**src/bu3d_pkg.sv**
```systemverilog
`timescale 1ns / 1ps

package bu3d_pkg;

  // command kinds carried from the front to the back
  typedef enum logic [1:0] {
    OP_CLEAR,
    OP_APPEND,
    OP_FETCH,
    OP_NOP
  } op_t;

  // response codes
  typedef enum logic [1:0] {
    ST_ACCEPTED  = 2'd0,
    ST_POINT     = 2'd1,
    ST_EXHAUSTED = 2'd2,
    ST_FULL      = 2'd3
  } status_t;

  // back end sequencer
  typedef enum logic [2:0] {
    B_IDLE,
    B_LOAD,
    B_ADV,
    B_ZPASS,
    B_XBOUND,
    B_YSTEP,
    B_YBOUND,
    B_RESPOND
  } back_state_t;

  // command queue status
  typedef struct packed {
    logic full;
    logic empty;
  } q_stat_t;

endpackage

```
**src/bu3d_front.sv**
```systemverilog
`timescale 1ns / 1ps

module bu3d_front #(
  parameter int COORD_BITS = 16
) (
  input  logic                         req_valid,
  output logic                         req_ready,
  input  logic [1:0]                   req_type,
  input  logic signed [COORD_BITS-1:0] box_min_x,
  input  logic signed [COORD_BITS-1:0] box_min_y,
  input  logic signed [COORD_BITS-1:0] box_min_z,
  input  logic signed [COORD_BITS-1:0] box_max_x,
  input  logic signed [COORD_BITS-1:0] box_max_y,
  input  logic signed [COORD_BITS-1:0] box_max_z,
  input  bu3d_pkg::q_stat_t            q_stat,
  output logic                         push,
  output logic [6*COORD_BITS+2:0]      push_data
);

  localparam logic [1:0] REQ_CLEAR  = 2'd0;
  localparam logic [1:0] REQ_APPEND = 2'd1;
  localparam logic [1:0] REQ_FETCH  = 2'd2;

  bu3d_pkg::op_t op;
  logic          box_empty;

  always_comb begin
    unique case (req_type)
      REQ_CLEAR:  op = bu3d_pkg::OP_CLEAR;
      REQ_APPEND: op = bu3d_pkg::OP_APPEND;
      REQ_FETCH:  op = bu3d_pkg::OP_FETCH;
      default:    op = bu3d_pkg::OP_NOP;
    endcase
  end

  // a box that is empty on any axis never yields a point
  assign box_empty = (box_min_x >= box_max_x) || (box_min_y >= box_max_y) ||
                     (box_min_z >= box_max_z);

  assign req_ready = !q_stat.full;
  assign push      = req_valid && !q_stat.full;
  assign push_data = {op, box_empty, box_min_x, box_min_y, box_min_z,
                      box_max_x, box_max_y, box_max_z};

endmodule

```
**src/bu3d_cmd_fifo.sv**
```systemverilog
`timescale 1ns / 1ps

module bu3d_cmd_fifo #(
  parameter int DATA_BITS = 99
) (
  input  logic                 clk,
  input  logic                 rst,
  input  logic                 push,
  input  logic [DATA_BITS-1:0] push_data,
  input  logic                 pop,
  output logic [DATA_BITS-1:0] pop_data,
  output bu3d_pkg::q_stat_t    q_stat
);

  localparam logic [1:0] DEPTH = 2'd2;

  logic [DATA_BITS-1:0] slot [2];
  logic                 wr_ptr;
  logic                 rd_ptr;
  logic [1:0]           count;

  always_ff @(posedge clk) begin
    if (rst) begin
      wr_ptr <= 1'b0;
      rd_ptr <= 1'b0;
      count  <= 2'd0;
    end else begin
      if (push) wr_ptr <= !wr_ptr;
      if (pop)  rd_ptr <= !rd_ptr;
      if (push && !pop)      count <= count + 2'd1;
      else if (pop && !push) count <= count - 2'd1;
    end
  end

  always_ff @(posedge clk) begin
    if (push) slot[wr_ptr] <= push_data;
  end

  assign pop_data     = slot[rd_ptr];
  assign q_stat.full  = (count == DEPTH);
  assign q_stat.empty = (count == 2'd0);

endmodule

```
**src/bu3d_back.sv**
```systemverilog
`timescale 1ns / 1ps

module bu3d_back #(
  parameter int MAX_BOXES  = 16,
  parameter int COORD_BITS = 16
) (
  input  logic                         clk,
  input  logic                         rst,
  input  bu3d_pkg::q_stat_t            q_stat,
  input  logic [6*COORD_BITS+2:0]      pop_data,
  output logic                         pop,
  output logic                         rsp_valid,
  input  logic                         rsp_ready,
  output logic [1:0]                   status,
  output logic signed [COORD_BITS-1:0] point_x,
  output logic signed [COORD_BITS-1:0] point_y,
  output logic signed [COORD_BITS-1:0] point_z
);

  localparam int C  = COORD_BITS;
  localparam int IW = (MAX_BOXES > 1) ? $clog2(MAX_BOXES) : 1;
  localparam int CW = $clog2(MAX_BOXES + 1);
  localparam int BW = 6 * COORD_BITS + 1;
  localparam int DW = BW + 2;

  // box store: {empty, lo x/y/z, hi x/y/z}
  logic [BW-1:0] mem [MAX_BOXES];
  logic [BW-1:0] rd_data;
  logic [IW-1:0] rd_addr;
  logic          wr_en;

  bu3d_pkg::back_state_t state, state_next;
  bu3d_pkg::op_t         op;

  logic [CW-1:0]        held, held_next;
  logic [IW-1:0]        walk_box, walk_box_next;
  logic signed [C-1:0]  walk_x, walk_x_next, walk_y, walk_y_next, walk_z, walk_z_next;
  logic                 walk_started, walk_started_next;
  logic                 walk_finished, walk_finished_next;

  logic signed [C-1:0]  cur_lx, cur_lz, cur_hx, cur_hy, cur_hz;
  logic signed [C-1:0]  x, x_next, y, y_next, z, z_next;
  logic signed [C-1:0]  bound, bound_next;
  logic                 zs_low, zs_low_next;
  logic                 whole_y, whole_y_next;
  logic                 moved, moved_next;
  logic [IW-1:0]        scan_addr, scan_addr_next;
  logic                 dv, dv_next;

  bu3d_pkg::status_t    res_status, res_status_next;
  logic signed [C-1:0]  res_x, res_x_next, res_y, res_y_next, res_z, res_z_next;
  logic                 rsp_load;

  logic signed [C-1:0]  e_lx, e_ly, e_lz, e_hx, e_hy, e_hz;
  logic                 e_empty;

  logic                 issue, pass_done, hit;
  logic signed [C-1:0]  nb_v, nb_lo, nb_hi, nb_r1;
  logic signed [C-1:0]  st_zi, st_xi, st_yi, st_sx, st_sy, st_sz;
  logic                 st_live;
  logic                 do_x, do_y;
  logic signed [C-1:0]  xn, yn;

  assign op = bu3d_pkg::op_t'(pop_data[DW-1:DW-2]);

  assign e_empty = rd_data[6*C];
  assign e_lx    = rd_data[6*C-1:5*C];
  assign e_ly    = rd_data[5*C-1:4*C];
  assign e_lz    = rd_data[4*C-1:3*C];
  assign e_hx    = rd_data[3*C-1:2*C];
  assign e_hy    = rd_data[2*C-1:C];
  assign e_hz    = rd_data[C-1:0];

  always_ff @(posedge clk) begin
    if (wr_en) mem[held[IW-1:0]] <= pop_data[BW-1:0];
    rd_data <= mem[rd_addr];
  end

  // scan over the boxes below walk_box, one read per cycle, read data registered
  assign issue = ((state == bu3d_pkg::B_ZPASS) || (state == bu3d_pkg::B_XBOUND) ||
                  (state == bu3d_pkg::B_YBOUND)) && (scan_addr != walk_box);
  assign pass_done = !issue && !dv;

  assign hit = dv && (x >= e_lx) && (x < e_hx) && (y >= e_ly) && (y < e_hy) &&
               (z >= e_lz) && (z < e_hz);

  // next corner above v among earlier boxes, capped by bound
  always_comb begin
    if (state == bu3d_pkg::B_XBOUND) begin
      nb_v  = x;
      nb_lo = e_lx;
      nb_hi = e_hx;
    end else begin
      nb_v  = y;
      nb_lo = e_ly;
      nb_hi = e_hy;
    end
    nb_r1 = ((nb_lo > nb_v) && (nb_lo < bound)) ? nb_lo : bound;
  end

  // resume point inside the box just read
  always_comb begin
    st_zi = walk_z + C'(1);
    st_xi = walk_x + C'(1);
    st_yi = walk_y + C'(1);
    if (!walk_started) begin
      st_sx   = e_lx;
      st_sy   = e_ly;
      st_sz   = e_lz;
      st_live = !e_empty;
    end else if (st_zi < e_hz) begin
      st_sx   = walk_x;
      st_sy   = walk_y;
      st_sz   = st_zi;
      st_live = 1'b1;
    end else if (st_xi < e_hx) begin
      st_sx   = st_xi;
      st_sy   = walk_y;
      st_sz   = e_lz;
      st_live = 1'b1;
    end else begin
      st_sx   = e_lx;
      st_sy   = st_yi;
      st_sz   = e_lz;
      st_live = (st_yi < e_hy);
    end
  end

  always_comb begin
    state_next         = state;
    held_next          = held;
    walk_box_next      = walk_box;
    walk_x_next        = walk_x;
    walk_y_next        = walk_y;
    walk_z_next        = walk_z;
    walk_started_next  = walk_started;
    walk_finished_next = walk_finished;
    x_next             = x;
    y_next             = y;
    z_next             = z;
    bound_next         = bound;
    zs_low_next        = zs_low;
    whole_y_next       = whole_y;
    moved_next         = moved;
    scan_addr_next     = issue ? (scan_addr + IW'(1)) : scan_addr;
    dv_next            = issue;
    res_status_next    = res_status;
    res_x_next         = res_x;
    res_y_next         = res_y;
    res_z_next         = res_z;
    rd_addr            = scan_addr;
    wr_en              = 1'b0;
    pop                = 1'b0;
    do_x               = 1'b0;
    do_y               = 1'b0;
    xn                 = x + C'(1);
    yn                 = y + C'(1);

    unique case (state)
      bu3d_pkg::B_IDLE: begin
        res_x_next = '0;
        res_y_next = '0;
        res_z_next = '0;
        res_status_next = bu3d_pkg::ST_ACCEPTED;
        if (!q_stat.empty) begin
          pop        = 1'b1;
          state_next = bu3d_pkg::B_RESPOND;
          unique case (op)
            bu3d_pkg::OP_CLEAR: begin
              held_next          = '0;
              walk_box_next      = '0;
              walk_x_next        = '0;
              walk_y_next        = '0;
              walk_z_next        = '0;
              walk_started_next  = 1'b0;
              walk_finished_next = 1'b0;
            end
            bu3d_pkg::OP_APPEND: begin
              if (held == CW'(MAX_BOXES)) begin
                res_status_next = bu3d_pkg::ST_FULL;
              end else begin
                wr_en     = 1'b1;
                held_next = held + CW'(1);
              end
            end
            bu3d_pkg::OP_FETCH: begin
              if ((held == '0) || walk_finished) begin
                res_status_next = bu3d_pkg::ST_EXHAUSTED;
              end else begin
                rd_addr    = walk_box;
                state_next = bu3d_pkg::B_LOAD;
              end
            end
            bu3d_pkg::OP_NOP: begin
            end
          endcase
        end
      end

      bu3d_pkg::B_LOAD: begin
        if (!st_live) begin
          state_next = bu3d_pkg::B_ADV;
        end else begin
          x_next         = st_sx;
          y_next         = st_sy;
          z_next         = st_sz;
          zs_low_next    = (st_sz == e_lz);
          whole_y_next   = (st_sx == e_lx) && (st_sz == e_lz);
          moved_next     = 1'b0;
          scan_addr_next = '0;
          dv_next        = 1'b0;
          state_next     = bu3d_pkg::B_ZPASS;
        end
      end

      bu3d_pkg::B_ADV: begin
        walk_started_next = 1'b0;
        if ((CW'(walk_box) + CW'(1)) >= held) begin
          walk_finished_next = 1'b1;
          res_status_next    = bu3d_pkg::ST_EXHAUSTED;
          state_next         = bu3d_pkg::B_RESPOND;
        end else begin
          walk_box_next = walk_box + IW'(1);
          rd_addr       = walk_box + IW'(1);
          state_next    = bu3d_pkg::B_LOAD;
        end
      end

      bu3d_pkg::B_ZPASS: begin
        if (z >= cur_hz) begin
          // row has no free point left
          if (zs_low) begin
            bound_next     = cur_hx;
            scan_addr_next = '0;
            dv_next        = 1'b0;
            state_next     = bu3d_pkg::B_XBOUND;
          end else begin
            do_x = 1'b1;
          end
        end else if (pass_done) begin
          if (moved) begin
            moved_next     = 1'b0;
            scan_addr_next = '0;
            dv_next        = 1'b0;
          end else begin
            walk_x_next       = x;
            walk_y_next       = y;
            walk_z_next       = z;
            walk_started_next = 1'b1;
            res_status_next   = bu3d_pkg::ST_POINT;
            res_x_next        = x;
            res_y_next        = y;
            res_z_next        = z;
            state_next        = bu3d_pkg::B_RESPOND;
          end
        end else if (hit) begin
          z_next     = e_hz;
          moved_next = 1'b1;
        end
      end

      bu3d_pkg::B_XBOUND: begin
        if (dv) bound_next = ((nb_hi > nb_v) && (nb_hi < nb_r1)) ? nb_hi : nb_r1;
        if (pass_done) begin
          xn   = bound;
          do_x = 1'b1;
        end
      end

      bu3d_pkg::B_YSTEP: begin
        if (whole_y) begin
          bound_next     = cur_hy;
          scan_addr_next = '0;
          dv_next        = 1'b0;
          state_next     = bu3d_pkg::B_YBOUND;
        end else begin
          do_y = 1'b1;
        end
      end

      bu3d_pkg::B_YBOUND: begin
        if (dv) bound_next = ((nb_hi > nb_v) && (nb_hi < nb_r1)) ? nb_hi : nb_r1;
        if (pass_done) begin
          yn   = bound;
          do_y = 1'b1;
        end
      end

      bu3d_pkg::B_RESPOND: begin
        if (rsp_load) state_next = bu3d_pkg::B_IDLE;
      end
    endcase

    // step to the next row of x
    if (do_x) begin
      if (xn < cur_hx) begin
        x_next         = xn;
        z_next         = cur_lz;
        zs_low_next    = 1'b1;
        moved_next     = 1'b0;
        scan_addr_next = '0;
        dv_next        = 1'b0;
        state_next     = bu3d_pkg::B_ZPASS;
      end else begin
        state_next = bu3d_pkg::B_YSTEP;
      end
    end

    // step to the next plane of y
    if (do_y) begin
      if (yn < cur_hy) begin
        y_next         = yn;
        x_next         = cur_lx;
        z_next         = cur_lz;
        zs_low_next    = 1'b1;
        whole_y_next   = 1'b1;
        moved_next     = 1'b0;
        scan_addr_next = '0;
        dv_next        = 1'b0;
        state_next     = bu3d_pkg::B_ZPASS;
      end else begin
        state_next = bu3d_pkg::B_ADV;
      end
    end
  end

  assign rsp_load = (state == bu3d_pkg::B_RESPOND) && (!rsp_valid || rsp_ready);

  always_ff @(posedge clk) begin
    if (rst) begin
      state         <= bu3d_pkg::B_IDLE;
      held          <= '0;
      walk_box      <= '0;
      walk_x        <= '0;
      walk_y        <= '0;
      walk_z        <= '0;
      walk_started  <= 1'b0;
      walk_finished <= 1'b0;
      scan_addr     <= '0;
      dv            <= 1'b0;
      moved         <= 1'b0;
      rsp_valid     <= 1'b0;
    end else begin
      state         <= state_next;
      held          <= held_next;
      walk_box      <= walk_box_next;
      walk_x        <= walk_x_next;
      walk_y        <= walk_y_next;
      walk_z        <= walk_z_next;
      walk_started  <= walk_started_next;
      walk_finished <= walk_finished_next;
      scan_addr     <= scan_addr_next;
      dv            <= dv_next;
      moved         <= moved_next;
      if (rsp_load)       rsp_valid <= 1'b1;
      else if (rsp_ready) rsp_valid <= 1'b0;
    end
  end

  always_ff @(posedge clk) begin
    x          <= x_next;
    y          <= y_next;
    z          <= z_next;
    bound      <= bound_next;
    zs_low     <= zs_low_next;
    whole_y    <= whole_y_next;
    res_status <= res_status_next;
    res_x      <= res_x_next;
    res_y      <= res_y_next;
    res_z      <= res_z_next;
    if (state == bu3d_pkg::B_LOAD) begin
      cur_lx <= e_lx;
      cur_lz <= e_lz;
      cur_hx <= e_hx;
      cur_hy <= e_hy;
      cur_hz <= e_hz;
    end
    if (rsp_load) begin
      status  <= res_status;
      point_x <= res_x;
      point_y <= res_y;
      point_z <= res_z;
    end
  end

endmodule

```
**src/box_union_unique_point_walker_3d_top.sv**
```systemverilog
`timescale 1ns / 1ps

// Box union point walker. Requests arrive on req_valid/req_ready with req_type
// (clear, append box, fetch next point) and the six box corner fields; each
// request item gives exactly one response item on rsp_valid/rsp_ready carrying
// status and the point coordinates (zero unless a point is given).
// Clear, append and ignored codes go from idle straight to the respond state.
// A fetch loads each box it enters and moves on past each box it leaves. Inside
// a box each pass scans the b earlier boxes through the single read port of
// the box store, one box per cycle; a row of z takes at most one pass plus one
// more for each pass that moved z, and each jump over covered x rows or y
// planes takes one more pass.
// A two-entry request queue sits between the front decoder and the back
// sequencer, so up to two items are taken while the back is busy or while a
// finished response waits in the output register for rsp_ready.
// Reset (rst, synchronous) empties the list, rewinds the walk, flushes the
// queue and drops rsp_valid; the box store itself is not cleared.

module box_union_unique_point_walker_3d_top #(
  parameter int MAX_BOXES  = 16,
  parameter int COORD_BITS = 16
) (
  input  logic                         clk,
  input  logic                         rst,
  input  logic                         req_valid,
  output logic                         req_ready,
  input  logic [1:0]                   req_type,
  input  logic signed [COORD_BITS-1:0] box_min_x,
  input  logic signed [COORD_BITS-1:0] box_min_y,
  input  logic signed [COORD_BITS-1:0] box_min_z,
  input  logic signed [COORD_BITS-1:0] box_max_x,
  input  logic signed [COORD_BITS-1:0] box_max_y,
  input  logic signed [COORD_BITS-1:0] box_max_z,
  output logic                         rsp_valid,
  input  logic                         rsp_ready,
  output logic [1:0]                   status,
  output logic signed [COORD_BITS-1:0] point_x,
  output logic signed [COORD_BITS-1:0] point_y,
  output logic signed [COORD_BITS-1:0] point_z
);

  // queue word: op, empty flag, six corners
  localparam int DW = 6 * COORD_BITS + 3;

  bu3d_pkg::q_stat_t q_stat;
  logic              push;
  logic [DW-1:0]     push_data;
  logic              pop;
  logic [DW-1:0]     pop_data;

  // front: decode request and flag empty boxes
  bu3d_front #(
    .COORD_BITS(COORD_BITS)
  ) u_front (
    .req_valid (req_valid),
    .req_ready (req_ready),
    .req_type  (req_type),
    .box_min_x (box_min_x),
    .box_min_y (box_min_y),
    .box_min_z (box_min_z),
    .box_max_x (box_max_x),
    .box_max_y (box_max_y),
    .box_max_z (box_max_z),
    .q_stat    (q_stat),
    .push      (push),
    .push_data (push_data)
  );

  // short queue decoupling the two sides
  bu3d_cmd_fifo #(
    .DATA_BITS(DW)
  ) u_fifo (
    .clk       (clk),
    .rst       (rst),
    .push      (push),
    .push_data (push_data),
    .pop       (pop),
    .pop_data  (pop_data),
    .q_stat    (q_stat)
  );

  // back: box store, walk state, point search and output register
  bu3d_back #(
    .MAX_BOXES (MAX_BOXES),
    .COORD_BITS(COORD_BITS)
  ) u_back (
    .clk       (clk),
    .rst       (rst),
    .q_stat    (q_stat),
    .pop_data  (pop_data),
    .pop       (pop),
    .rsp_valid (rsp_valid),
    .rsp_ready (rsp_ready),
    .status    (status),
    .point_x   (point_x),
    .point_y   (point_y),
    .point_z   (point_z)
  );

endmodule

```
**config.mk**
```make
export PLATFORM = sky130hd
export DESIGN_NAME = box_union_unique_point_walker_3d_top
export DESIGN_NICKNAME = d
export VERILOG_FILES = /design/src/bu3d_pkg.sv /design/src/bu3d_front.sv /design/src/bu3d_cmd_fifo.sv /design/src/bu3d_back.sv /design/src/box_union_unique_point_walker_3d_top.sv
export SDC_FILE = /design/constraint.sdc
export NUM_CORES = 2
export LEC_CHECK = 0
export BUFFER_PORTS_ARGS = -buffer_cell sky130_fd_sc_hd__buf_2
export CELL_PAD_IN_SITES_DETAIL_PLACEMENT = 1
export CELL_PAD_IN_SITES_GLOBAL_PLACEMENT = 1
export CORE_MARGIN = 4
export CORE_UTILIZATION = 35
export DETAILED_ROUTE_END_ITERATION = 10
export PLACE_DENSITY_LB_ADDON = 0.05
export SETUP_SLACK_MARGIN = 0.3
export SLEW_MARGIN = 40
export SYNTH_ARGS = -nofsm -noshare
export SYNTH_HDL_FRONTEND = slang
export SYNTH_SLANG_ARGS = --single-unit
```
**constraint.sdc**
```tcl
create_clock -name clk -period 14.1 [get_ports clk]
set_input_delay 0.705 -clock clk [delete_from_list [all_inputs] [get_ports clk]]
set_output_delay 0.705 -clock clk [all_outputs]
set_load 0.03 [all_outputs]
```
==> impl_metrics.json <==
{
  "async_flop_share": 0,
  "rows": 189,
  "setup_violations": 0,
  "synthFlopType": "edfxtp_1",
  "post_cts_buffers": 0,
  "final_max_slew_viol_count": 0,
  "start_util": 0.352,
  "drtIter0Drc": 5055,
  "drive_above_1_share": 0.103,
  "leakage_nw": 38.0,
  "vdd_drop_max_uv": 162,
  "power_frac_clock": 0.341,
  "synthesis.area_mm2": 0.0933,
  "grt_max_degree": 140,
  "synth_nets": 7817,
  "critPathMaxStageDelay_ns": 0.81,
  "nNetsFinal": 7956,
  "reg2reg_depth": 22,
  "skew_ns": 0.106,
  "cp_num_cells": 22,
  "multi_input_area_mm2": 0.0279,
  "cp_top_family": "compound AO/OA/AOI/OAI gates",
  "cts.path.max_buffers": 4,
  "grt_pass1_wl_um": 468000,
  "firstDrtPassIters": 5,
  "relSlewSlack": 0.379,
  "cts.clk_slew.worst_paths_ns": 0.06,
  "cts_buffers": 245,
  "ys_seq_area_frac": 0.674,
  "startpoint_type": "flop",
  "synthCells": 7404,
  "synth_most_common_cell": "edfxtp_1",
  "worstSetupPathType": "flop to flop",
  "p_int_w": 0.0128,
  "clock_latency_ns": 0.91,
  "final_cells": 11300,
  "n_fill_cell": 27500,
  "power_density_mw_per_mm2": 174,
  "first_global_vias": 62000,
  "synth_area_leader_cell": "edfxtp_1",
  "tritoncts": "built",
  "antenna_found_initial": 56,
  "hold_viol": 0,
  "crit_buf_inv": 2,
  "area_growth_pct": 14.1,
  "synth_edf_count": 1946,
  "rsz0062_at_grt": "no",
  "synth.area.top_cells": "edfxtp_1, nand2_1, nand3_1",
  "p_switching_w": 0.00566,
  "drt-total-wl_um": 331000,
  "endpoint_kind": "flop",
  "hp-class": "input pin to flop",
  "cp_slowest_cell": "dfxtp_1",
  "finalCritPeriodShare": 0.530,
  "maxCapViolCount": 0,
  "clock-sinks": 2167,
  "seq_area_mm2": 0.0629,
  "gp_congestion": 0.876,
  "min_path_cells": 1,
  "hpwl_um": 207000,
  "min_period_ns": 7.47,
  "p_sw_frac": 0.306,
  "ys_ff_latch": 2167,
  "remaining_drc_errors": 0,
  "io_pins": 154,
  "overflow": 0,
  "via_per_inst": 5.41,
  "tns_ns": 0,
  "worst_pin_slew_ns": 0.932,
  "max_freq_mhz": 134,
  "synth_commonest_cells": "edfxtp_1, nand2_1, nand3_1",
  "die-area_mm2": 0.275,
  "via_count": 61200,
  "critPathMaxFanout": 88,
  "synth.avg_cell_area_um2": 12.6,
  "clockRootBuffer": "clkbuf_16",
  "p_comb_frac": 0.201,
  "placedCellCount": 10800,
  "track_usage": 0.236,
  "seqPwrFrac": 0.457,
  "cp_cell_sequence": "nor3b_4, buf_6, o21ai_0, ha_1, nand4_1, nor2_1, nand4_1, o2111ai_1, nor3_2, o21ai_4, mux2i_1, ha_1, a21o_1, a21oi_1, o221ai_1, a21oi_1, o21ai_0, or3_1, o31ai_4, buf_8, mux2_2, o221ai_1",
  "arrival_ns": 8.16,
  "die_y_um": 524,
  "synth.yosys.warnings": 0,
  "h-tree-depth": 4,
  "antenna_left": 0,
  "fp.coreArea_mm2": 0.265,
  "die_w_um": 524,
  "synth.distinct_cells": 86,
  "outcome": "completed",
  "portBuffers": 153,
  "post-synth-top-area-fraction": 0.627,
  "cp.required_ns": 14.78,
  "routedWlPerCell_um": 29.3
}
==> per-stage QoR <==
step | total power (W) | instance area [um2] | utilization | hold WS [ns] | setup WS, ns
detailed placement | 0.0123 | 98300 | 0.371 | 0.406 | 6.66
CTS | 0.0187 | 106000 | 0.401 | 0.00170 | 6.67
global route | 0.0193 | 106000 | 0.401 | 0.0171 | 6.05
floorplan | 0.0107 | 93300 | - | 0.400 | 4.53
global placement | 0.0122 | 98000 | 0.370 | 0.401 | 6.34
finish | 0.0185 | 106000 | 0.402 | 0.0800 | 6.63
==> layout by cell type, fill, tap and decap left out, types with 98 or more instances in the layout <==
cell type,n
a32oi_1,98
mux2_2,102
ha_1,311
dfxtp_1,219
inv_1,276
buf_2,153
mux2i_1,343
edfxtp_1,1946
a21oi_1,235
nor2_1,197
nand3_1,990
clkbuf_16,248
o21ai_0,107
nand2_1,1421
==> routing by layer <==
| layer | vias to the layer above | track usage | routed length (um) |
|---|---|---|---|
| met5 | - | 0 | 50 |
| li1 | 27500 | - | - |
| met1 | 31800 | 0.343 | 155000 |
| met3 | 397 | 0.0261 | 15000 |
| met2 | 1497 | 0.380 | 153000 |
| met4 | 8 | 0.0574 | 7960 |
==> final timing paths <==
kind                            slack (ns)                  to             start
worst min register to register        0.42  u_back.point_y[11]  u_back.res_y[11]
worst max-delay path                  6.63     u_back.bound[2]   u_back.state[2]
worst min-delay path                  0.08   u_fifo.slot[1][5]      box_max_z[5]
worst max register to register        6.63     u_back.bound[2]   u_back.state[2]
==> power groups by stage <==
stage	Sequential, W	Clock, W	Combinational [W]
after floorplan	0.00835	0	0.00236
after detailed placement	0.00858	0	0.00372
final	0.00845	0.00630	0.00372
after global routing	0.00848	0.00672	0.00411
after global placement	0.00857	0	0.00362
after CTS	0.00845	0.00647	0.00374
==> registers in the layout, indices dropped and copies added (netlist names), 16 cells and up, named ones only <==
register        count
u_back.bound       16
u_back.cur_hx      16
u_back.cur_hy      16
u_back.cur_hz      16
u_back.cur_lx      16
u_back.cur_lz      16
u_back.mem       1552
u_back.point_x     16
u_back.point_y     16
u_back.point_z     16
u_back.rd_data     97
u_back.res_x       16
u_back.res_y       16
u_back.res_z       16
u_back.walk_x      16
u_back.walk_y      16
u_back.walk_z      16
u_back.x           16
u_back.y           16
u_back.z           16
u_fifo.slot       198
==> cell type report <==
cell class / instances / share of cell area
clock inverter: 135 / 0.0121
tap: 3533 / 0.0415
inverter: 277 / 0.00977
clock buffer: 315 / 0.0618
antenna: 26 / 0.000611
timing repair buffer: 295 / 0.0217
sequential: 2167 / 0.591
multi-input combinational: 4557 / 0.262
==> cells by family (layout without fill, tap and decap cells) <==
group           after synthesis  in the layout  synth area share
simple gates               2921           2921             0.139
compound gates              747            747            0.0532
mux                         447            447            0.0494
other cells                   0             26                 0
fa+ha+maj                   311            311            0.0417
buf+inv                     680           1022            0.0305
flops                      2167           2167             0.674
xor+xnor                    131            131            0.0123
==> worst reg2reg max path, stage by stage (launching register included) <==
cell and delay [ns]:
dfxtp_1 0.81, nor3b_4 0.30, buf_6 0.52, o21ai_0 0.40
ha_1 0.45, nand4_1 0.15, nor2_1 0.28, nand4_1 0.18
o2111ai_1 0.32, nor3_2 0.10, o21ai_4 0.59, mux2i_1 0.33
ha_1 0.28, a21o_1 0.19, a21oi_1 0.20, o221ai_1 0.17
a21oi_1 0.22, o21ai_0 0.15, or3_1 0.41, o31ai_4 0.57
buf_8 0.23, mux2_2 0.34, o221ai_1 0.16
==> repair_timing <==
| action | CTS | global route |
|---|---|---|
| gates resized for setup | 0 | 0 |
| hold endpoints to repair | 30 | 0 |
| hold buffers | 15 | 0 |
Power figures use the tool's default switching activity.
